### config.mk
export PLATFORM = sky130hd
export DESIGN_NAME = oled_command_decoder_ram_addressing
export DESIGN_NICKNAME = d
export VERILOG_FILES = /design/src/hdl/ocdra_pkg.sv /design/src/hdl/ocdra_decode.sv /design/src/hdl/oled_command_decoder_ram_addressing.sv
export SDC_FILE = /design/constraint.sdc
export NUM_CORES = 1
export LEC_CHECK = 0
export BUFFER_PORTS_ARGS = -buffer_cell sky130_fd_sc_hd__buf_2
export CAP_MARGIN = 10
export CORE_MARGIN = 8
export CORE_UTILIZATION = 50
export CTS_BUF_LIST = sky130_fd_sc_hd__clkbuf_2
export DETAILED_ROUTE_END_ITERATION = 8
export PLACE_DENSITY = 0.77
export SLEW_MARGIN = 15
export SYNTH_ARGS = -nofsm -noshare
export SYNTH_HDL_FRONTEND = slang
export SYNTH_SLANG_ARGS = --single-unit
### constraint.sdc
create_clock -name clk -period 4.4 [get_ports clk]
set_input_delay 0.88 -clock clk [delete_from_list [all_inputs] [get_ports clk]]
set_output_delay 0.88 -clock clk [all_outputs]
set_load 0.02 [all_outputs]
### src/hdl/ocdra_pkg.sv
// Shared types, opcodes and constants for the OLED command decoder.
package ocdra_pkg;

  localparam int COLUMNS = 128;
  localparam int ROWS    = 64;
  localparam int PAGES   = ROWS / 8;

  localparam logic [6:0] COL_HI_FULL  = 7'(COLUMNS - 1);
  localparam logic [2:0] PAGE_HI_FULL = 3'(PAGES - 1);
  localparam logic [7:0] COL_LIMIT    = 8'(COLUMNS);
  localparam logic [3:0] PAGE_LIMIT   = 4'(PAGES);

  // Addressing modes
  localparam logic [1:0] MODE_HORIZ = 2'd0;
  localparam logic [1:0] MODE_VERT  = 2'd1;
  localparam logic [1:0] MODE_PAGE  = 2'd2;

  // Fault codes
  localparam logic [1:0] FAULT_NONE    = 2'd0;
  localparam logic [1:0] FAULT_UNKNOWN = 2'd1;
  localparam logic [1:0] FAULT_PARAM   = 2'd2;

  // Opcodes that act on their parameters
  localparam logic [7:0] OP_ADDR_MODE   = 8'h20;
  localparam logic [7:0] OP_COL_WINDOW  = 8'h21;
  localparam logic [7:0] OP_PAGE_WINDOW = 8'h22;
  localparam logic [7:0] OP_OFFSET      = 8'hD3;

  // Multi-byte opcodes whose parameters are only consumed.
  localparam logic [7:0] OP_CONTRAST     = 8'h81;
  localparam logic [7:0] OP_CHARGE_PUMP  = 8'h8D;
  localparam logic [7:0] OP_MUX_RATIO    = 8'hA8;
  localparam logic [7:0] OP_CLOCK_DIV    = 8'hD5;
  localparam logic [7:0] OP_PRECHARGE    = 8'hD9;
  localparam logic [7:0] OP_COM_PINS     = 8'hDA;
  localparam logic [7:0] OP_VCOMH        = 8'hDB;
  localparam logic [7:0] OP_VSCROLL_AREA = 8'hA3;
  localparam logic [7:0] OP_VH_SCROLL_R  = 8'h29;
  localparam logic [7:0] OP_VH_SCROLL_L  = 8'h2A;
  localparam logic [7:0] OP_H_SCROLL_R   = 8'h26;
  localparam logic [7:0] OP_H_SCROLL_L   = 8'h27;

  // Bases of the opcode ranges that carry their argument in the low bits.
  localparam logic [7:0] OP_COL_NIB_LO = 8'h00;
  localparam logic [7:0] OP_COL_NIB_HI = 8'h10;
  localparam logic [7:0] OP_START_LINE = 8'h40;
  localparam logic [7:0] OP_PAGE_SET   = 8'hB0;

  // Single-byte opcodes with an effect
  localparam logic [7:0] OP_REMAP_OFF = 8'hA0;
  localparam logic [7:0] OP_REMAP_ON  = 8'hA1;
  localparam logic [7:0] OP_FORCE_OFF = 8'hA4;
  localparam logic [7:0] OP_FORCE_ON  = 8'hA5;
  localparam logic [7:0] OP_DISP_OFF  = 8'hAE;
  localparam logic [7:0] OP_DISP_ON   = 8'hAF;

  // Single-byte opcodes accepted without effect
  localparam logic [7:0] OP_SCROLL_OFF = 8'h2E;
  localparam logic [7:0] OP_SCROLL_ON  = 8'h2F;
  localparam logic [7:0] OP_NORMAL     = 8'hA6;
  localparam logic [7:0] OP_INVERT     = 8'hA7;
  localparam logic [7:0] OP_COM_NORMAL = 8'hC0;
  localparam logic [7:0] OP_COM_REMAP  = 8'hC8;
  localparam logic [7:0] OP_NOP        = 8'hE3;

  typedef struct packed {
    logic       is_data;
    logic [7:0] data_byte;
  } in_t;

  typedef struct packed {
    logic       wr_valid;
    logic [6:0] wr_column;
    logic [2:0] wr_page;
    logic [7:0] wr_pixels;
    logic       panel_on;
    logic       all_lit;
    logic [5:0] first_line;
    logic [7:0] vert_offset;
    logic       mirror_columns;
    logic [1:0] fault;
  } out_t;

  typedef struct packed {
    logic [6:0] col_ptr;
    logic [2:0] page_ptr;
    logic [6:0] col_lo;
    logic [6:0] col_hi;
    logic [2:0] page_lo;
    logic [2:0] page_hi;
    logic [1:0] addr_mode;
    logic [7:0] pending_opcode;
    logic [2:0] params_left;
    logic [2:0] param_index;
    logic       on_flag;
    logic       force_flag;
    logic [5:0] start_line;
    logic [7:0] offset;
    logic       remap_flag;
  } state_t;

  localparam state_t STATE_RESET = '{
    col_ptr:        7'd0,
    page_ptr:       3'd0,
    col_lo:         7'd0,
    col_hi:         7'd127,
    page_lo:        3'd0,
    page_hi:        3'd7,
    addr_mode:      MODE_PAGE,
    pending_opcode: 8'd0,
    params_left:    3'd0,
    param_index:    3'd0,
    on_flag:        1'b0,
    force_flag:     1'b0,
    start_line:     6'd0,
    offset:         8'd0,
    remap_flag:     1'b0
  };

  // Number of parameter bytes that follow a multi-byte opcode.
  function automatic logic [2:0] param_count(input logic [7:0] op);
    logic [2:0] n;
    n = 3'd0;
    unique case (op)
      OP_ADDR_MODE, OP_CONTRAST, OP_CHARGE_PUMP, OP_MUX_RATIO, OP_OFFSET,
      OP_CLOCK_DIV, OP_PRECHARGE, OP_COM_PINS, OP_VCOMH: n = 3'd1;
      OP_COL_WINDOW, OP_PAGE_WINDOW, OP_VSCROLL_AREA:    n = 3'd2;
      OP_VH_SCROLL_R, OP_VH_SCROLL_L:                    n = 3'd5;
      OP_H_SCROLL_R, OP_H_SCROLL_L:                      n = 3'd6;
      default:                                           n = 3'd0;
    endcase
    return n;
  endfunction

endpackage

### src/hdl/ocdra_decode.sv
// Per-item decode: next controller state and the result item.
module ocdra_decode (
  input  ocdra_pkg::state_t st,
  input  ocdra_pkg::in_t    item,
  output ocdra_pkg::state_t st_nxt,
  output ocdra_pkg::out_t   res
);

  logic [7:0] pval;
  logic [7:0] byte_v;
  logic [2:0] pcount;
  logic [7:0] c_inc;
  logic [3:0] p_inc;
  logic       c_wrap;
  logic       p_wrap;
  logic [1:0] fault;
  logic       wv;

  assign byte_v = item.data_byte;
  assign pcount = ocdra_pkg::param_count(byte_v);
  // A data byte in a parameter slot counts as zero.
  assign pval   = item.is_data ? 8'd0 : byte_v;

  assign c_inc  = {1'b0, st.col_ptr} + 8'd1;
  assign p_inc  = {1'b0, st.page_ptr} + 4'd1;
  assign c_wrap = c_inc > {1'b0, st.col_hi};
  assign p_wrap = p_inc > {1'b0, st.page_hi};

  always_comb begin
    st_nxt = st;
    fault  = ocdra_pkg::FAULT_NONE;
    wv     = 1'b0;
    res    = '0;

    if (st.params_left != 3'd0) begin
      if (item.is_data) begin
        fault = ocdra_pkg::FAULT_PARAM;
      end
      unique case (st.pending_opcode)
        ocdra_pkg::OP_ADDR_MODE: begin
          st_nxt.addr_mode = pval[1:0];
          st_nxt.page_ptr  = 3'd0;
          st_nxt.page_lo   = 3'd0;
          st_nxt.page_hi   = ocdra_pkg::PAGE_HI_FULL;
          st_nxt.col_ptr   = 7'd0;
          st_nxt.col_lo    = 7'd0;
          st_nxt.col_hi    = ocdra_pkg::COL_HI_FULL;
        end
        ocdra_pkg::OP_COL_WINDOW: begin
          if (st.param_index == 3'd0) begin
            st_nxt.col_lo = pval[6:0];
          end else begin
            st_nxt.col_hi  = pval[6:0];
            st_nxt.col_ptr = st.col_lo;
          end
        end
        ocdra_pkg::OP_PAGE_WINDOW: begin
          if (st.param_index == 3'd0) begin
            st_nxt.page_lo = pval[2:0];
          end else begin
            st_nxt.page_hi  = pval[2:0];
            st_nxt.page_ptr = st.page_lo;
          end
        end
        ocdra_pkg::OP_OFFSET: begin
          st_nxt.offset = pval;
        end
        default: begin
        end
      endcase
      st_nxt.param_index = st.param_index + 3'd1;
      st_nxt.params_left = st.params_left - 3'd1;
    end else if (item.is_data) begin
      if ({1'b0, st.col_ptr} < ocdra_pkg::COL_LIMIT &&
          {1'b0, st.page_ptr} < ocdra_pkg::PAGE_LIMIT) begin
        wv = 1'b1;
        res.wr_column = st.col_ptr;
        res.wr_page   = st.page_ptr;
        res.wr_pixels = byte_v;
      end
      // Pointer advance; mode 3 behaves as page mode.
      if (st.addr_mode == ocdra_pkg::MODE_HORIZ) begin
        if (c_wrap) begin
          st_nxt.col_ptr  = st.col_lo;
          st_nxt.page_ptr = p_wrap ? st.page_lo : p_inc[2:0];
        end else begin
          st_nxt.col_ptr = c_inc[6:0];
        end
      end else if (st.addr_mode == ocdra_pkg::MODE_VERT) begin
        if (p_wrap) begin
          st_nxt.page_ptr = st.page_lo;
          st_nxt.col_ptr  = c_wrap ? st.col_lo : c_inc[6:0];
        end else begin
          st_nxt.page_ptr = p_inc[2:0];
        end
      end else begin
        st_nxt.col_ptr = c_wrap ? st.col_lo : c_inc[6:0];
      end
    end else begin
      priority if (byte_v[7:4] == ocdra_pkg::OP_COL_NIB_LO[7:4]) begin
        st_nxt.col_lo  = {st.col_lo[6:4], byte_v[3:0]};
        st_nxt.col_ptr = {st.col_lo[6:4], byte_v[3:0]};
      end else if (byte_v[7:4] == ocdra_pkg::OP_COL_NIB_HI[7:4]) begin
        st_nxt.col_lo  = {byte_v[2:0], st.col_lo[3:0]};
        st_nxt.col_ptr = {byte_v[2:0], st.col_lo[3:0]};
      end else if (byte_v[7:6] == ocdra_pkg::OP_START_LINE[7:6]) begin
        st_nxt.start_line = byte_v[5:0];
      end else if (byte_v[7:3] == ocdra_pkg::OP_PAGE_SET[7:3]) begin
        st_nxt.page_ptr = byte_v[2:0];
      end else if (pcount != 3'd0) begin
        st_nxt.pending_opcode = byte_v;
        st_nxt.params_left    = pcount;
        st_nxt.param_index    = 3'd0;
      end else begin
        unique case (byte_v)
          ocdra_pkg::OP_SCROLL_OFF, ocdra_pkg::OP_SCROLL_ON, ocdra_pkg::OP_NORMAL,
          ocdra_pkg::OP_INVERT, ocdra_pkg::OP_COM_NORMAL, ocdra_pkg::OP_COM_REMAP,
          ocdra_pkg::OP_NOP: begin
          end
          ocdra_pkg::OP_REMAP_OFF: st_nxt.remap_flag = 1'b0;
          ocdra_pkg::OP_REMAP_ON:  st_nxt.remap_flag = 1'b1;
          ocdra_pkg::OP_FORCE_OFF: st_nxt.force_flag = 1'b0;
          ocdra_pkg::OP_FORCE_ON:  st_nxt.force_flag = 1'b1;
          ocdra_pkg::OP_DISP_OFF:  st_nxt.on_flag    = 1'b0;
          ocdra_pkg::OP_DISP_ON:   st_nxt.on_flag    = 1'b1;
          default:                 fault = ocdra_pkg::FAULT_UNKNOWN;
        endcase
      end
    end

    res.wr_valid       = wv;
    res.panel_on       = st_nxt.on_flag;
    res.all_lit        = st_nxt.force_flag;
    res.first_line     = st_nxt.start_line;
    res.vert_offset    = st_nxt.offset;
    res.mirror_columns = st_nxt.remap_flag;
    res.fault          = fault;
  end

endmodule

### src/hdl/oled_command_decoder_ram_addressing.sv
// OLED controller command decoder and display-RAM address generator.
// The result item is registered and appears in the cycle after its input item is accepted.
// It takes one item per cycle while out_ready lets the held result leave; the decode
// is a single pass of logic between the state registers and the result register.
// Reset (rst_n low, synchronous) restores page mode, the full windows, zeroed
// pointers and flags, and empties the result register.
module oled_command_decoder_ram_addressing (
  input  logic            clk,
  input  logic            rst_n,
  input  logic            in_valid,
  output logic            in_ready,
  input  ocdra_pkg::in_t  in_data,
  output logic            out_valid,
  input  logic            out_ready,
  output ocdra_pkg::out_t out_data
);

  ocdra_pkg::state_t state_r;
  ocdra_pkg::state_t state_nxt;
  ocdra_pkg::out_t   res_r;
  ocdra_pkg::out_t   res_nxt;
  logic              res_valid_r;
  logic              accept;

  ocdra_decode u_decode (
    .st     (state_r),
    .item   (in_data),
    .st_nxt (state_nxt),
    .res    (res_nxt)
  );

  // A new item may enter whenever no result is held or the held result leaves in the same cycle.
  assign in_ready  = !res_valid_r || out_ready;
  assign accept    = in_valid && in_ready;
  assign out_valid = res_valid_r;
  assign out_data  = res_r;

  always_ff @(posedge clk) begin
    if (!rst_n) begin
      state_r     <= ocdra_pkg::STATE_RESET;
      res_valid_r <= 1'b0;
    end else begin
      if (accept) begin
        state_r     <= state_nxt;
        res_valid_r <= 1'b1;
      end else if (out_ready) begin
        res_valid_r <= 1'b0;
      end
    end
  end

  always_ff @(posedge clk) begin
    if (accept) begin
      res_r <= res_nxt;
    end
  end

endmodule
After elaboration in Yosys (flattened, before gate mapping)
Index checks and enable logic that the tools add are counted.
- word-level logic and storage cells: 191
- memory bits (writable): 0
- memories kept: 0
- register bits: 102
- bits in latches: 0
- bits in read-only memories: 0
- equality and inequality tests: 56
- reduce and logical (&&, ||, !) cells: 32
- magnitude comparators: 2
- bitwise operators: 6
- div/mod/pow operators: 0
- $mul: 0
- add/subtract/negate cells: 4
- shifts and indexed selects: 0
- mux-type cells: 64
- operator list (cell ; number):
    equality test 8 bit, second input constant ; 21
    equality test 8 x 6 -> 1 bit, second input constant ; 12
    two-way mux 7 bit ; 11
    two-way mux 8 bit ; 6
    two-way mux 14 bit ; 3
    two-way mux 3 bit ; 10
    case mux 14 bit (2 select lines) ; 1
    two-way mux 10 bit ; 2
    two-way mux 2 bit ; 9
    two-way mux 6 bit ; 3
    two-way mux 17 bit ; 1
    != test 3 bit, second input constant ; 5
    case mux 7 bit (2 select lines) ; 1
    OR reduction 13 bit ; 1
    != test 2 x 1 -> 1 bit, second input constant ; 6
    case mux 3 bit (4 select lines) ; 1
    case mux 6 bit (2 select lines) ; 1
    AND reduction 4 bit ; 3
    nonzero test 2 bit ; 6
    two-way mux 1 bit ; 11
    AND reduction 5 bit ; 2
    != test 3 x 2 -> 1 bit, second input constant ; 3
    AND reduction 9 bit ; 1
    nonzero test 3 bit ; 3
    30 further kinds ; 41

Logic depth before layout (Yosys ltp)
- depth in word-level cells: 11
- mapped depth: 12

Modules after synthesis
A second synthesis with hierarchy kept.
- cells, all modules: 788
- area, all modules: 6723.9 µm²
- by module, submodules not included (module ; sequential area each (µm²) ; instances ; area an instance (µm²) ; cells an instance):
    oled_command_decoder_ram_addressing ; 2422.3 ; 1 ; 3692.3 ; 317
    ocdra_decode ; 0.0 ; 1 ; 3031.7 ; 471

Worst setup path before layout
No wires, ideal clock.
- path type: input -> register
- start: in out_ready
- end: reg state_r[16] (netlist name)
- setup slack: 1178 ps
- path buffers: 1
- arrival time: 3150 ps
- cell stages on the path: 6
- setup time: 72 ps
- data required time: 4328 ps
- path through: nand2b_1 > nand2_1 > clkinv_1 > clkbuf_1 > nand4_1 > a21oi_1
- cells in the longest elaborated chain, start to end: 2
- RTL lines (element ; RTL line ; source):
    from (decl) ; oled_command_decoder_ram_addressing.sv:14 ; input logic out_ready,
    logical OR 1 bit ; oled_command_decoder_ram_addressing.sv:33 ; assign in_ready = !res_valid_r || out_ready;
    logical AND 1 bit ; oled_command_decoder_ram_addressing.sv:34 ; assign accept = in_valid && in_ready;
    named net accept ; oled_command_decoder_ram_addressing.sv:23 ; logic accept;
    to (signal assigned) ; oled_command_decoder_ram_addressing.sv:40 ; state_r <= ocdra_pkg::STATE_RESET;
    to (signal assigned) ; oled_command_decoder_ram_addressing.sv:44 ; state_r <= state_nxt;
    to (decl) ; oled_command_decoder_ram_addressing.sv:18 ; ocdra_pkg::state_t state_r;
The timed path passes the listed nets, and every way through them passes these cells.
A chain may end at the register's enable or synchronous reset.

Final worst setup path
- start: reg state_r[20] (netlist name)
- end: reg state_r[60] (netlist name)
- cells in the longest elaborated chain, start to end: 3
- RTL lines (element ; RTL line ; source):
    nonzero test 3 bit * ; ocdra_decode.sv:35 ; if (st.params_left != 3'd0) begin
    != test 5 x 2 -> 1 bit (no source line) (tied with other cells) ; n/a ;
    AND reduction 5 bit (no source line) ; n/a ;
Mark *: on every way between the ends. The rest lies on a longest branch, timed or not.

==> results.json <==
{
  "post-cts-setup-buffer-count": 0,
  "synth-async-reset-ratio_pct": 0,
  "start_util_pct": 51.5,
  "gate_count_post_synth": 597,
  "cts.sink_count": 102,
  "clockRootBuffer": "clkbuf_2",
  "timing.critical_path.slowest_stage_cell": "and2b_1",
  "place_area_um2": 5870,
  "finish.instance_area_um2": 5960,
  "status": "complete, no violations",
  "num_io_pins": 53,
  "track_usage_pct": 18.1,
  "cts_htree_levels": 3,
  "die_height_um": 122,
  "core_area_um2": 10900,
  "total_switching_power_uw": 829,
  "synth-edff-count": 38,
  "grt_pass1_vias": 4307,
  "totalWireLength_um": 13600,
  "setup.worst_path.start_class": "flop",
  "grt_setup_unrepaired": "false",
  "antenna_found_initial": 1,
  "grt_remaining_overflow": 0,
  "syn-mean-instance-area_um2": 9.39,
  "fp.dieArea_um2": 14900,
  "drt_iter0_drc": 573,
  "hold_buffers": 0,
  "critical_path.cell_chain": "inv_1 -> ha_1 -> and2b_1 -> nand2_2 -> nor3b_1 -> a31oi_4 -> and3_1 -> a31oi_1",
  "final_net_count": 652,
  "synth.largest_area_cell": "dfxtp_1",
  "critical-path-top-delay-family": "simple AND/OR/NAND/NOR gates",
  "yosysWarnings": 0,
  "viasPerCell": 6.06,
  "die_w_um": 122,
  "place.port_buffers": 52,
  "fin_crit_sh_pct": 66.1,
  "holdCritPathClass": "reg -> reg",
  "regToRegStartpoint": "state_r[20]$_SDFFE_PN0P_",
  "largest_clock_skew_in_the_final_design_ps": 33.0,
  "drt.antenna.violating_nets": 0,
  "layout_min_cycle_time_ps": 2910,
  "synth_seq_cells": 102,
  "post_route_cells_drive_above_1_share_pct": 18.5,
  "setup_violations": 0,
  "max_slew_vio_count": 0,
  "via_count": 4662,
  "seq_area_frac_synth_pct": 43.2,
  "critical_path_class": "reg -> reg",
  "netSwitchingFraction_pct": 37.6,
  "total_count_of_hold_check_failures_in_the_final_report": 0,
  "ys_top_cells_by_area": "dfxtp_1 (23%), edfxtp_1 (20%), nand3_1 (3.7%)",
  "grt_first_pass_wirelength_um": 21600,
  "num_rows": 38,
  "ff2ff_setup_slack_ps": 1490,
  "post_synth_num_cell_types": 80,
  "seqPwrFrac_pct": 51.4,
  "clkSlewWorstSetupHoldPaths_ps": 270,
  "dp.final_hpwl_um": 9370,
  "post-place-ws_ps": 1180,
  "number_of_drc_violations_after_detailed_routing": 0,
  "post_placement_cell_count": 752,
  "worstHoldPathCells": 2,
  "synthDominantCellAreaShare_pct": 22.8,
  "reg2reg_to": "state_r[60]$_SDFFE_PN0P_",
  "gp_congestion": 0.867,
  "holdCritStartpoint": "state_r[11]$_SDFFE_PN0P_",
  "first_pass_iters": 5,
  "critical_path_arrival_ps": 3410,
  "min_delay_worst_endpoint": "state_r[11]$_SDFFE_PN0P_",
  "timing.slew.headroom_pct": 34.7,
  "comb_power_share_pct": 31.1,
  "powerDensity_nw_per_um2": 370,
  "r2r_cells": 8,
  "synth_fp_nets": 626,
  "path_depth": 8,
  "timing.final.ws_setup_ps": 1490,
  "post-layout-total-power_uw": 2210,
  "synth.most_common_cell": "dfxtp_1",
  "cts_made_buffers": 9,
  "internal-power_uw": 1380,
  "p_leak_uw": 0.00237,
  "grt_start_max_net_pins": 46,
  "area_growth_pct": 6.27,
  "clkPwrFrac_pct": 17.5,
  "post_drt_wl_per_cell_um": 17.6,
  "slew_worst_pin_ps": 977,
  "ir_drop_mv": 0.154,
  "cp_num_buf_inv": 1,
  "critical_path.endpoint_type": "flop",
  "worst-path-max-fanout": 27,
  "max_cap_violations": 0,
  "final.setup.tns_ps": 0,
  "cts_tree": "done",
  "cts_repair_resize_count": 0,
  "ys_top_cells_by_count": "dfxtp_1 (64), nand2_1 (53), nor2_1 (50)",
  "crit_required_ps": 4900,
  "synth-main-ff-cell": "dfxtp_1",
  "instances_no_fill": 769,
  "clock.fmax_ghz": 0.344,
  "synth.cell_area_um2": 5610,
  "cts.path.max_buffers": 2,
  "critical_path.max_stage_delay_ps": 710,
  "worstSkewPairLatency_ps": 570
}
registers in the layout, summed over array words and instances (netlist names):
register / cells
state_r: 63
out_valid: 1
out_data: 38
stage by stage:
| stage | util (%) | hold WS (ps) |
|---|---|---|
| 4_1_cts | 54.7 | 481 |
| 6_report | 54.7 | 482 |
| 3_5_place_dp | 54.0 | 454 |
| 5_1_grt | 54.7 | 488 |
| 3_3_place_gp | 54.0 | 443 |
| 2_1_floorplan | - | 430 |
tightest hold or removal path, stage by stage, from the launching register on:
cell	delay [ps]
dfxtp_1	370
nand2_1	50
a21oi_1	50
kinds of logic after synthesis:
family / Yosys count / share of synthesized area, %
AND/OR/NAND/NOR: 251 / 25.9
multiplexers: 24 / 5.06
buffers and inverters: 61 / 4.75
XOR/XNOR: 9 / 1.41
flip-flops: 102 / 43.2
AO/OA/AOI/OAI: 133 / 16.0
adder cells (fa/ha/maj): 17 / 3.75
power by group through the flow:
stage | Clock, uW | Combinational (uW) | Sequential [uW]
2_1_floorplan | 0 | 479 | 1190
3_3_place_gp | 0 | 658 | 1150
3_5_place_dp | 0 | 676 | 1150
4_1_cts | 390 | 680 | 1130
5_1_grt | 428 | 750 | 1140
6_report | 386 | 687 | 1130
cell type report:
| cell class | count | area (um2) |
|---|---|---|
| antenna | 1 | 2.50 |
| clock buffer | 12 | 60.1 |
| clock inverter | 4 | 22.5 |
| fill | 978 | 4930 |
| inverter | 22 | 82.6 |
| multi-input combinational | 434 | 2920 |
| sequential | 102 | 2420 |
| tap | 140 | 175 |
| timing repair buffer | 54 | 275 |
layout by cell type (no fill, tap or decap), drive strengths merged, types with 11 or more instances in the layout:
cell type | Yosys | layout
edfxtp | 38 | 38
o21ai | 42 | 42
nor2 | 51 | 51
mux2 | 14 | 14
dfxtp | 64 | 64
nand3 | 42 | 42
a21oi | 35 | 35
nor2b | 13 | 13
ha | 16 | 16
and3 | 27 | 27
nor3 | 13 | 13
nand2 | 56 | 56
buf | 16 | 54
inv | 21 | 23
clkbuf | 23 | 12
nand3b | 11 | 11
how the worst max path moves through the flow:
stage                     slack [ps]                       end                      from
after floorplan                 1180  state_r[16]$_SDFFE_PN0P_                 out_ready
after global placement          1240  state_r[27]$_SDFFE_PN0P_                 out_ready
after detailed placement        1180  state_r[27]$_SDFFE_PN0P_                 out_ready
after CTS                       1520  state_r[54]$_SDFFE_PN0P_  state_r[56]$_SDFFE_PN0P_
after global routing            1290  state_r[60]$_SDFFE_PN0P_  state_r[20]$_SDFFE_PN0P_
final                           1490  state_r[60]$_SDFFE_PN0P_  state_r[20]$_SDFFE_PN0P_
routing by layer:
layer / GRT usage [%] / vias up / part of all wire [%]
met5: 0 / - / 0
li1: - / 2226 / -
met4: 7.09 / 0 / 2.2
met1: 22.6 / 2222 / 43
met3: 4.53 / 23 / 7.4
met2: 29.6 / 191 / 48
No activity file was read; power rests on OpenSTA's default activity.
